**src/lcp_pkg.sv**
```systemverilog
// ----------------------------------------------------------------------------
// lcp_pkg
// Shared constants and types of the line command parser.
// ----------------------------------------------------------------------------
package lcp_pkg;

   // Line buffer capacity: only the first LineCapacity-1 bytes of a line count.
   localparam int LineCapacity = 20;
   localparam int PosWidth     = $clog2(LineCapacity);
   localparam logic [PosWidth-1:0] PosLimit = PosWidth'(LineCapacity - 1);
   localparam logic [PosWidth-1:0] MinLength = PosWidth'(3);

   localparam int ArgWidth = 32;
   localparam int CodeWidth = 3;
   localparam int SumWidth = ArgWidth + 4;

   // Byte codes
   localparam logic [7:0] CharNul   = 8'd0;
   localparam logic [7:0] CharTab   = 8'd9;
   localparam logic [7:0] CharLf    = 8'd10;
   localparam logic [7:0] CharCr    = 8'd13;
   localparam logic [7:0] CharSpace = 8'd32;
   localparam logic [7:0] CharPlus  = 8'd43;
   localparam logic [7:0] CharMinus = 8'd45;
   localparam logic [7:0] CharZero  = 8'd48;
   localparam logic [7:0] CharOne   = 8'd49;
   localparam logic [7:0] CharNine  = 8'd57;

   // Command codes
   localparam logic [CodeWidth-1:0] CmdForward  = 3'd0;
   localparam logic [CodeWidth-1:0] CmdBackward = 3'd1;
   localparam logic [CodeWidth-1:0] CmdRotate   = 3'd2;
   localparam logic [CodeWidth-1:0] CmdScan     = 3'd3;
   localparam logic [CodeWidth-1:0] CmdUnknown  = 3'd4;

   // Magnitude cap: 2^31
   localparam logic [SumWidth-1:0] MagLimit = SumWidth'(36'h0_8000_0000);
   localparam logic [ArgWidth-1:0] ArgMax   = 32'h7FFF_FFFF;

   typedef enum logic [2:0] {
      PHASE_SKIP   = 3'b001,
      PHASE_DIGITS = 3'b010,
      PHASE_DONE   = 3'b100
   } phase_type;

endpackage

```
**src/line_command_parser_core.sv**
```systemverilog
// ----------------------------------------------------------------------------
// line_command_parser_core
// Assembles serial bytes into a command line and, on CR or LF, emits the
// decoded two-character command code and its signed decimal argument.
// ----------------------------------------------------------------------------
//
//  channel | ports                                          | direction
//  --------+------------------------------------------------+----------
//  req     | req_valid, req_ready, req_rx_byte              | in
//  rsp     | rsp_valid, rsp_ready, rsp_command_code,        | out
//          | rsp_argument, rsp_too_short                    |
//
//  One byte per cycle. Each byte updates the line state in the cycle it is
//  accepted (one multiply-by-ten-and-add on the accumulator); a CR or LF
//  loads the result register and the item is visible on rsp the next cycle.
//  Synchronous reset clears the line state and the result valid.
//  req_ready drops only while a result is held and rsp_ready is low.
//
module line_command_parser_core (
   input  logic                               clock,
   input  logic                               reset,
   input  logic                               req_valid,
   output logic                               req_ready,
   input  logic [7:0]                         req_rx_byte,
   output logic                               rsp_valid,
   input  logic                               rsp_ready,
   output logic [lcp_pkg::CodeWidth-1:0]      rsp_command_code,
   output logic signed [lcp_pkg::ArgWidth-1:0] rsp_argument,
   output logic                               rsp_too_short
);

   logic [lcp_pkg::PosWidth-1:0] pos_ff, pos_in;
   logic [7:0]                   first_ff, first_in;
   logic [7:0]                   second_ff, second_in;
   lcp_pkg::phase_type           phase_ff, phase_in;
   logic                         neg_ff, neg_in;
   logic [lcp_pkg::ArgWidth-1:0] acc_ff, acc_in;
   logic                         ended_ff, ended_in;

   logic                         rsp_valid_ff, rsp_valid_in;
   logic [lcp_pkg::CodeWidth-1:0] code_ff, code_in;
   logic [lcp_pkg::ArgWidth-1:0] arg_ff, arg_in;
   logic                         short_ff, short_in;

   logic                         accept;
   logic                         is_eol;
   logic                         is_digit;
   logic                         is_space;
   logic [3:0]                   digit_raw;
   logic [lcp_pkg::SumWidth-1:0] acc_wide;
   logic [lcp_pkg::SumWidth-1:0] acc_sum;
   logic [lcp_pkg::ArgWidth-1:0] acc_digit;
   logic [lcp_pkg::CodeWidth-1:0] code_dec;
   logic [lcp_pkg::ArgWidth-1:0] arg_dec;

   assign req_ready = !rsp_valid_ff || rsp_ready;
   assign accept    = req_valid && req_ready;

   assign is_eol   = (req_rx_byte == lcp_pkg::CharCr) || (req_rx_byte == lcp_pkg::CharLf);
   assign is_digit = (req_rx_byte >= lcp_pkg::CharZero) && (req_rx_byte <= lcp_pkg::CharNine);
   assign is_space = (req_rx_byte == lcp_pkg::CharSpace) ||
                     ((req_rx_byte >= lcp_pkg::CharTab) && (req_rx_byte <= lcp_pkg::CharCr));

   // acc * 10 + digit, capped at 2^31; ASCII digits hold their value in the low nibble
   assign digit_raw = req_rx_byte[3:0];
   assign acc_wide  = {4'b0, acc_ff};
   assign acc_sum   = (acc_wide << 3) + (acc_wide << 1) +
                      {{(lcp_pkg::SumWidth-4){1'b0}}, digit_raw};
   assign acc_digit = (acc_sum > lcp_pkg::MagLimit) ? lcp_pkg::MagLimit[lcp_pkg::ArgWidth-1:0]
                                                    : acc_sum[lcp_pkg::ArgWidth-1:0];

   always_comb begin
      priority if (first_ff == lcp_pkg::CharZero && second_ff == lcp_pkg::CharZero) begin
         code_dec = lcp_pkg::CmdForward;
      end else if (first_ff == lcp_pkg::CharZero && second_ff == lcp_pkg::CharOne) begin
         code_dec = lcp_pkg::CmdBackward;
      end else if (first_ff == lcp_pkg::CharOne && second_ff == lcp_pkg::CharZero) begin
         code_dec = lcp_pkg::CmdRotate;
      end else if (first_ff == lcp_pkg::CharOne && second_ff == lcp_pkg::CharOne) begin
         code_dec = lcp_pkg::CmdScan;
      end else begin
         code_dec = lcp_pkg::CmdUnknown;
      end
   end

   // acc_ff[31] is set only at the cap, which saturates the positive side
   assign arg_dec = neg_ff ? (32'd0 - acc_ff) : (acc_ff[31] ? lcp_pkg::ArgMax : acc_ff);

   always_comb begin
      pos_in    = pos_ff;
      first_in  = first_ff;
      second_in = second_ff;
      phase_in  = phase_ff;
      neg_in    = neg_ff;
      acc_in    = acc_ff;
      ended_in  = ended_ff;
      code_in   = code_ff;
      arg_in    = arg_ff;
      short_in  = short_ff;
      rsp_valid_in = rsp_valid_ff && !rsp_ready;

      if (accept) begin
         if (is_eol) begin
            rsp_valid_in = 1'b1;
            if (pos_ff < lcp_pkg::MinLength) begin
               code_in  = lcp_pkg::CmdForward;
               arg_in   = '0;
               short_in = 1'b1;
            end else begin
               code_in  = code_dec;
               arg_in   = arg_dec;
               short_in = 1'b0;
            end
            pos_in    = '0;
            first_in  = '0;
            second_in = '0;
            phase_in  = lcp_pkg::PHASE_SKIP;
            neg_in    = 1'b0;
            acc_in    = '0;
            ended_in  = 1'b0;
         end else if (!ended_ff && (pos_ff < lcp_pkg::PosLimit)) begin
            if (req_rx_byte == lcp_pkg::CharNul) begin
               ended_in = 1'b1;
            end else begin
               pos_in = pos_ff + lcp_pkg::PosWidth'(1);
               if (pos_ff == '0) begin
                  first_in = req_rx_byte;
               end else if (pos_ff == lcp_pkg::PosWidth'(1)) begin
                  second_in = req_rx_byte;
               end else begin
                  unique case (phase_ff)
                     lcp_pkg::PHASE_SKIP: begin
                        if (!is_space) begin
                           if (req_rx_byte == lcp_pkg::CharPlus ||
                               req_rx_byte == lcp_pkg::CharMinus) begin
                              neg_in   = (req_rx_byte == lcp_pkg::CharMinus);
                              phase_in = lcp_pkg::PHASE_DIGITS;
                           end else if (is_digit) begin
                              acc_in   = acc_digit;
                              phase_in = lcp_pkg::PHASE_DIGITS;
                           end else begin
                              phase_in = lcp_pkg::PHASE_DONE;
                           end
                        end
                     end
                     lcp_pkg::PHASE_DIGITS: begin
                        if (is_digit) begin
                           acc_in = acc_digit;
                        end else begin
                           phase_in = lcp_pkg::PHASE_DONE;
                        end
                     end
                     lcp_pkg::PHASE_DONE: begin
                     end
                     default: begin
                        phase_in = lcp_pkg::PHASE_DONE;
                     end
                  endcase
               end
            end
         end
      end
   end

   always_ff @(posedge clock) begin
      if (reset) begin
         pos_ff       <= '0;
         first_ff     <= '0;
         second_ff    <= '0;
         phase_ff     <= lcp_pkg::PHASE_SKIP;
         neg_ff       <= 1'b0;
         acc_ff       <= '0;
         ended_ff     <= 1'b0;
         rsp_valid_ff <= 1'b0;
      end else begin
         pos_ff       <= pos_in;
         first_ff     <= first_in;
         second_ff    <= second_in;
         phase_ff     <= phase_in;
         neg_ff       <= neg_in;
         acc_ff       <= acc_in;
         ended_ff     <= ended_in;
         rsp_valid_ff <= rsp_valid_in;
      end
   end

   always_ff @(posedge clock) begin
      code_ff  <= code_in;
      arg_ff   <= arg_in;
      short_ff <= short_in;
   end

   assign rsp_valid        = rsp_valid_ff;
   assign rsp_command_code = code_ff;
   assign rsp_argument     = arg_ff;
   assign rsp_too_short    = short_ff;

   // A line end always produces an item on the next cycle
   a_eol_result: assert property (@(posedge clock) disable iff (reset)
      (accept && is_eol) |=> rsp_valid_ff)
      else $error("line end did not load a result");

   // Short lines carry zero code and argument
   a_short_zero: assert property (@(posedge clock) disable iff (reset)
      (rsp_valid_ff && short_ff) |-> (code_ff == lcp_pkg::CmdForward && arg_ff == '0))
      else $error("short line with nonzero fields");

   // Kept characters never exceed the line capacity
   a_pos_bound: assert property (@(posedge clock) disable iff (reset)
      pos_ff <= lcp_pkg::PosLimit)
      else $error("position past line capacity");

   // Magnitude never exceeds 2^31
   a_acc_cap: assert property (@(posedge clock) disable iff (reset)
      acc_ff[31] |-> (acc_ff[30:0] == '0))
      else $error("accumulator above cap");

endmodule

```
**config.mk**
```make
export PLATFORM = sky130hd
export DESIGN_NAME = line_command_parser_core
export DESIGN_NICKNAME = d
export VERILOG_FILES = /design/src/lcp_pkg.sv /design/src/line_command_parser_core.sv
export SDC_FILE = /design/constraint.sdc
export NUM_CORES = 1
export LEC_CHECK = 0
export BUFFER_PORTS_ARGS = -buffer_cell sky130_fd_sc_hd__buf_2
export CORE_MARGIN = 5
export CORE_UTILIZATION = 55
export DETAILED_ROUTE_END_ITERATION = 10
export PLACE_DENSITY = 0.75
export SETUP_SLACK_MARGIN = 0.3
export SKIP_LAST_GASP = 1
export SLEW_MARGIN = 20
export SYNTH_ARGS = -nofsm -noshare
export SYNTH_HDL_FRONTEND = slang
export SYNTH_SLANG_ARGS = --single-unit
```
**constraint.sdc**
```tcl
create_clock -name clock -period 3.99 [get_ports clock]
set_input_delay 0.5985 -clock clock [delete_from_list [all_inputs] [get_ports clock]]
set_output_delay 0.5985 -clock clock [all_outputs]
set_load 0.02 [all_outputs]
```
==> key figures, run 1 <==
Route
  – Final WL: 17.0 mm
  – Initial DRC count: 510
  – First-pass iteration count of the detailed router: 5
  – Antenna Violating Nets Remaining: 0
  – WL/cell: 17.5 µm
  – Vias: 6064
  – # DRC: 0
  – DR vias/cell: 6.26

Clocking
  – CTS tree: built
  – Clk buf depth: 2
  – CTS root buf: clkbuf_16
  – Worst-path clk slew: around 0.060 ns
  – TritonCTS Buffers: 9
  – H-tree depth: 3
  – Sink Count: 95
  – Hold Buf Count CTS: 0
  – Worst-Skew Late Latency: 0.34 ns

Synth
  – Yosys warnings: 0
  – Top post-synthesis cells by area: dfxtp_1 (17%), edfxtp_1 (16%), ha_1 (13%)
  – Synth area leader: dfxtp_1
  – Most used DFF post-synth: dfxtp_1
  – Cells after Synth: 755
  – Post-synth top cells: nor2_1 (93), a21oi_1 (68), ha_1 (68), dfxtp_1 (59), nand2_1 (42)
  – EDFF count, synth: 36
  – Post-synth top area share: 17.4%
  – Post-synthesis sequential area ratio: about 33%
  – Mean Syn Cell Area: approximately 9.0 µm²
  – Distinct cells, synth: 73
  – Most common cell in the synthesized netlist: nor2_1
  – Net Count, Synth: 837
  – Synth Register Bits: 95
  – Post-synth ARST share: 0%
  – Post-Syn Area: 6800 µm²

Finish
  – Layout area overhead: 10.6%
  – Post-route cell area: 7520 µm²
  – Layout cells sized above 1: 13.4%
  – Reg area: ~2300 µm²
  – Multi-input gate area: 4280 µm²
  – NumNets Final: 878
  – Inserted Diodes: 0
  – Filler Cells Inserted: 1012

Die
  – Core footprint: 12100 µm²
  – Die width: 121 µm
  – Row count: 40
  – Starting Density: 56.3%
  – IO Count: 50
  – Total die area: about 15000 µm²
  – Die Ht: 121 µm

Setup path
  – Crit path cell chain: buf_2, inv_1, fa_1, fa_2, nand2b_4, a21oi_2, o21ai_1, o211ai_1, a211o_1, mux2_1, nor4b_4, buf_4, buf_6, a32o_1
  – WP buf/inv: 4
  – Crit-path max FO: 8
  – Worst Setup End Kind: flop
  – Crit path max-delay cell type: fa_1
  – Worst Path Arrival: roughly 3.8 ns
  – Type of the worst setup path: input pin to flop
  – Delay-heaviest family, CP: adder cells
  – Worst path max stage delay: about 0.54 ns
  – CP Data Required Time: 4.27 ns
  – Startpoint Class: input pin

Timing
  – RSZ-0062 raised after global routing: false
  – Final period utilization: 87.9%
  – Final setup violation count: 0
  – Fin. Hold Viols: 0
  – Post-route minimum period: 3.51 ns
  – Max frequency: between 200 and 300 MHz
  – Final Skew: approximately 0.0063 ns
  – Final setup TNS: 0 ns
  – Least-Margin Pin Slew: between 0.8 and 0.9 ns
  – Worst setup margin: 0.485 ns
  – Fin. max-slew vios: 0
  – Max-slew headroom: 41.6%

Place
  – I/O Buffers: 49
  – Gp weighted congestion: 0.929
  – Post-DP Area: between 7000 and 8000 µm²
  – Place WS: 0.0939 ns
  – Hpwl dp: 12.5 mm

Power and ir drop
  – Reg power frac: around 54%
  – LEAKAGE: 0.00333 µW
  – Power Density: 252 nW/µm²
  – Gate power share: 5.7%
  – Clock power frac: 40.6%
  – Net Sw Frac: 22.6%
  – Psw: 429 µW
  – Worst vdd rail ir drop: roughly 180 µV
  – Internal power: 1470 µW

Global routing
  – Global-route usage over all layers: 22.7%
  – Vias in the first global route: 5622
  – Global-route wire length before repair: 27.3 mm
  – Largest net degree at the start of global routing: between 40 and 50
  – Total grt overflow: 0
  – Initial antenna violation count: 0

Job
  – Max Cap Violations: 0

Min path
  – Worst hold-check path type: flop to flop

Status
  – Status: completed
## repair_timing
item | CTS | global route
endpoints found under the hold margin | 0 | 0
endpoints found under the setup margin | 0 | 31
setup buffers | 0 | 3
resized for setup | 0 | 14
## state kept, by name, summed over array words and instances, names as in the netlist
register and cells:
second_ff 8, rsp_command_code 3, rsp_too_short 1, rsp_argument 32, ended_ff 1, first_ff 8
acc_ff 32, phase_ff 3, rsp_valid 1, neg_ff 1, pos_ff 5
## worst register-to-register path: cells and delay by family, from the launching register on
family / cells / cell delay [ns]
mux: 1 / 0.38
compound gates: 5 / 0.82
buf+inv: 3 / 0.44
fa+ha+maj: 2 / 0.95
simple gates: 2 / 0.46
flops: 1 / 0.36
## power by group through the flow
stage | Clock [µW] | Combinational [µW] | Sequential, µW
final | 769 | 108 | 1020
after global routing | 825 | 119 | 1020
after CTS | 780 | 107 | 1020
after detailed placement | 0 | 106 | 1040
after global placement | 0 | 102 | 1040
after floorplan | 0 | 81.0 | 1040
## final timing paths
kind	startpoint	to	slack, ns	cells past startpoint
setup / recovery	req_rx_byte[3]	acc_ff[16]	0.48	14
hold / removal	first_ff[1]	first_ff[1]	0.48	2
hold reg to reg	first_ff[1]	first_ff[1]	0.48	2
setup reg to reg	acc_ff[0]	acc_ff[16]	0.51	13
## cell type report
class	count	share of cell area, %
inverter	29	1.45
sequential	95	30.1
tap	168	2.80
clock buffer	11	3.10
timing repair buffer	67	5.26
multi-input combinational	594	56.9
clock inverter	5	0.349
## metal layers
metal  global-route usage [%]  vias up  share of wire [%]
li1                         -     2950                  -
met1                     32.0     2865                 47
met2                     36.3      211                 45
met3                     3.03       38                5.8
met4                     7.14        0                2.0
met5                        0        -                  0
## logic make-up after synthesis
family          Yosys count  synth area share [%]
flops                    95                  33.3
simple gates            242                  18.1
fa+ha+maj                70                  13.1
mux                      19                  2.83
buf+inv                  66                  4.23
xor+xnor                 39                  5.03
compound gates          224                  23.4
## cell usage in the layout, fill, tap and decap left out, drive strengths merged, types with 6 or more instances in the layout
| master | netlist | final |
|---|---|---|
| a311oi | 18 | 18 |
| edfxtp | 36 | 36 |
| xnor2 | 18 | 18 |
| nand2 | 42 | 42 |
| ha | 68 | 68 |
| a32o | 30 | 30 |
| or3 | 7 | 7 |
| nand3 | 13 | 13 |
| inv | 29 | 29 |
| xor2 | 21 | 21 |
| nor2 | 93 | 93 |
| a31oi | 8 | 8 |
| nor3 | 27 | 27 |
| a21oi | 71 | 71 |
| o21a | 7 | 7 |
| dfxtp | 59 | 59 |
| clkbuf | 25 | 11 |
| nand4 | 14 | 14 |
| a211oi | 9 | 9 |
| o21ai | 33 | 33 |
| mux2i | 17 | 17 |
| nor4 | 6 | 6 |
| nand2b | 8 | 8 |
| buf | 12 | 67 |
## stage by stage
stage               std cells  power [µW]  utilization (%)  hold WS, ns
finish                    969        1900             62.3        0.484
global placement          948        1140             59.5        0.460
global route              969        1960             62.3        0.493
floorplan                 755        1120                -        0.450
detailed placement        948        1150             59.6        0.466
CTS                       964        1910             61.7        0.478
No activity file was read; power rests on OpenSTA's default activity.
==> inputs of run 2 (changes only) <==
--- a/config.mk
+++ b/config.mk
@@ -6,10 +6,11 @@
 export NUM_CORES = 1
 export LEC_CHECK = 0
 export BUFFER_PORTS_ARGS = -buffer_cell sky130_fd_sc_hd__buf_2
+export CORE_ASPECT_RATIO = 2
 export CORE_MARGIN = 5
-export CORE_UTILIZATION = 55
+export CORE_UTILIZATION = 59
 export DETAILED_ROUTE_END_ITERATION = 10
-export PLACE_DENSITY = 0.75
+export PLACE_DENSITY = 0.79
 export SETUP_SLACK_MARGIN = 0.3
 export SKIP_LAST_GASP = 1
 export SLEW_MARGIN = 20
==> key figures, run 2 (synthesis results as in run 1) <==
Clocking
  – CTS root buf: clkbuf_16
  – Hold Buf Count CTS: 0 (unchanged)
  – CTS tree: built
  – Worst-Skew Late Latency: 0.34 ns (about the same)
  – TritonCTS Buffers: 9 (unchanged)
  – Worst-path clk slew: 0.07 ns (about the same)
  – H-tree depth: 3 (unchanged)
  – Clk buf depth: 2 (unchanged)
  – Sink Count: 95 (unchanged)

Die
  – Row count: 55 (+38%)
  – Die width: 85.9 µm (-29%)
  – Die Ht: 162 µm (+34%)
  – Total die area: 13900 µm² (-5.3%)
  – Starting Density: 60.2% (+3.9 points)
  – IO Count: 50 (unchanged)
  – Core footprint: 11300 µm² (-6.4%)

Setup path
  – Type of the worst setup path: input pin to flop
  – Worst Setup End Kind: flop
  – Crit-path max FO: 7 (-1)
  – Startpoint Class: input pin
  – CP Data Required Time: 4.26 ns (about the same)
  – Worst Path Arrival: 3.85 ns (+0.07 ns)

Min path
  – Worst hold-check path type: flop to flop

Timing
  – Least-Margin Pin Slew: 0.943 ns (+0.0795 ns)
  – Max-slew headroom: 37.1% (-4.6 points)
  – Final setup TNS: 0 ns (unchanged)
  – Final Skew: 0.00689 ns (+0.000557 ns)
  – Fin. Hold Viols: 0 (unchanged)
  – Final period utilization: 89.6% (+1.8 points)
  – Max frequency: 280 MHz (-2.0%)
  – Post-route minimum period: 3.58 ns (+0.0703 ns)
  – Final setup violation count: 0 (unchanged)
  – Fin. max-slew vios: 0 (unchanged)
  – RSZ-0062 raised after global routing: false

Route
  – Max Used Layer: met4
  – WL/cell: 19.9 µm (+14%)
  – Vias: 6228 (+2.7%)
  – First-pass iteration count of the detailed router: 5 (unchanged)
  – Final WL: 18.7 mm (+10%)
  – Met2 wire len: 10.3 mm (+34%)
  – Met1 wire length: 6.47 mm (-19%)
  – # DRC: 0 (unchanged)
  – Antenna Violating Nets Remaining: 0 (unchanged)
  – Met3 WL: 690 µm (-29%)
  – Initial DRC count: 431 (-15%)
  – DR vias/cell: 6.65 (+6.2%)

Finish
  – Post-route cell area: 7500 µm² (-0.18%)
  – Final core utilization: 66.5% (+4.2 points)
  – Finished Layout Cells: 937 (-3.3%)
  – Layout area overhead: 10.4%
  – Commonest non-fill, non-tap cell in the layout: nor2_1
  – Most frequent cells in the layout: nor2_1 (92), ha_1 (68), a21oi_1 (67)
  – NumNets Final: 872 (-0.68%)
  – Inserted Diodes: 0 (unchanged)
  – Layout cells sized above 1: 13.3% (-0.025 points)

Global routing
  – Vias in the first global route: 6312 (+12%)
  – Global-route usage over all layers: 26.4% (+3.7 points)
  – Total grt overflow: 0 (unchanged)
  – Global-route wire length before repair: 29.7 mm (+8.7%)
  – Largest net degree at the start of global routing: 37 (-12%)
  – Initial antenna violation count: 0 (unchanged)

Power and ir drop
  – LEAKAGE: 0.00331 µW (-0.45%)
  – Worst vdd rail ir drop: 238 µV (+30%)
  – Power Density: 267 nW/µm² (+5.8%)
  – Design Power: 2000 µW (+5.6%)

Job
  – Max Cap Violations: 0 (unchanged)

Place
  – I/O Buffers: 49 (unchanged)
  – Post-DP Area: 7140 µm² (-0.59%)
  – Placed Cells: 918 (-3.2%)
  – Hpwl dp: 14.2 mm (+13%)
  – Gp weighted congestion: 0.980 (+5.6%)

Status
  – Status: completed
## run 2: cell types whose count changed in the layout (fill, tap and decap cells not counted), moves of 2 or more
| cell | delta |
|---|---|
| buf_12 | +2 |
| dfxtp_2 | +2 |
| inv_6 | +2 |
| clkinv_1 | -2 |
| buf_4 | -5 |
| buf_6 | -4 |
| dfxtp_1 | -2 |
## run 2: critical path, stage by stage
cell	delay (ns)
buf_2	0.12
inv_1	0.09
fa_1	0.54
fa_1	0.47
nand2b_1	0.19
a21oi_2	0.18
o21ai_1	0.09
o211ai_1	0.16
a211o_1	0.24
mux2_2	0.39
nor4b_4	0.24
buf_4	0.20
buf_4	0.16
a32o_1	0.18
## run 2: power breakdown
part           switching (µW)  internal [µW]
Combinational            73.5           39.8
Clock                     378            491
Sequential               9.47           1010
Total                     461           1540
## run 2: routing by layer
metal,global-route usage (%),up-vias
li1,-,2939
met1,25.8,2982
met2,49.6,224
met3,3.60,83
met4,18.0,0
met5,0,-
## run 2: layout make-up
type | count | area [µm²]
Multi-Input combinational cell | 594 | 4280
Fill cell | 960 | 3780
Sequential cell | 95 | 2270
Timing Repair Buffer | 61 | 378
Clock buffer | 10 | 229
Tap cell | 142 | 178
Inverter | 29 | 109
Clock inverter | 6 | 68.8
## run 2: worst paths after layout
check	from	endpoint	slack, ns	depth (start not counted)
max reg2reg	acc_ff[2]	acc_ff[24]	0.44	13
max	req_rx_byte[3]	acc_ff[24]	0.41	14
min reg2reg	first_ff[1]	first_ff[1]	0.50	2
min	first_ff[1]	first_ff[1]	0.50	2
## run 2: what timing repair did
item | 4_1_cts | 5_1_grt
setup endpoints to repair | 0 | 31
gates resized for setup | 0 | 8
hold endpoints to repair | 0 | 0
setup buffers | 0 | 2
## run 2: per-stage QoR
step           setup slack [ns]  hold slack, ns
5_1_grt                   0.257           0.528
3_3_place_gp              0.212           0.472
6_report                  0.414           0.495
4_1_cts                   0.423           0.495
3_5_place_dp              0.117           0.485
2_1_floorplan             0.521           0.450
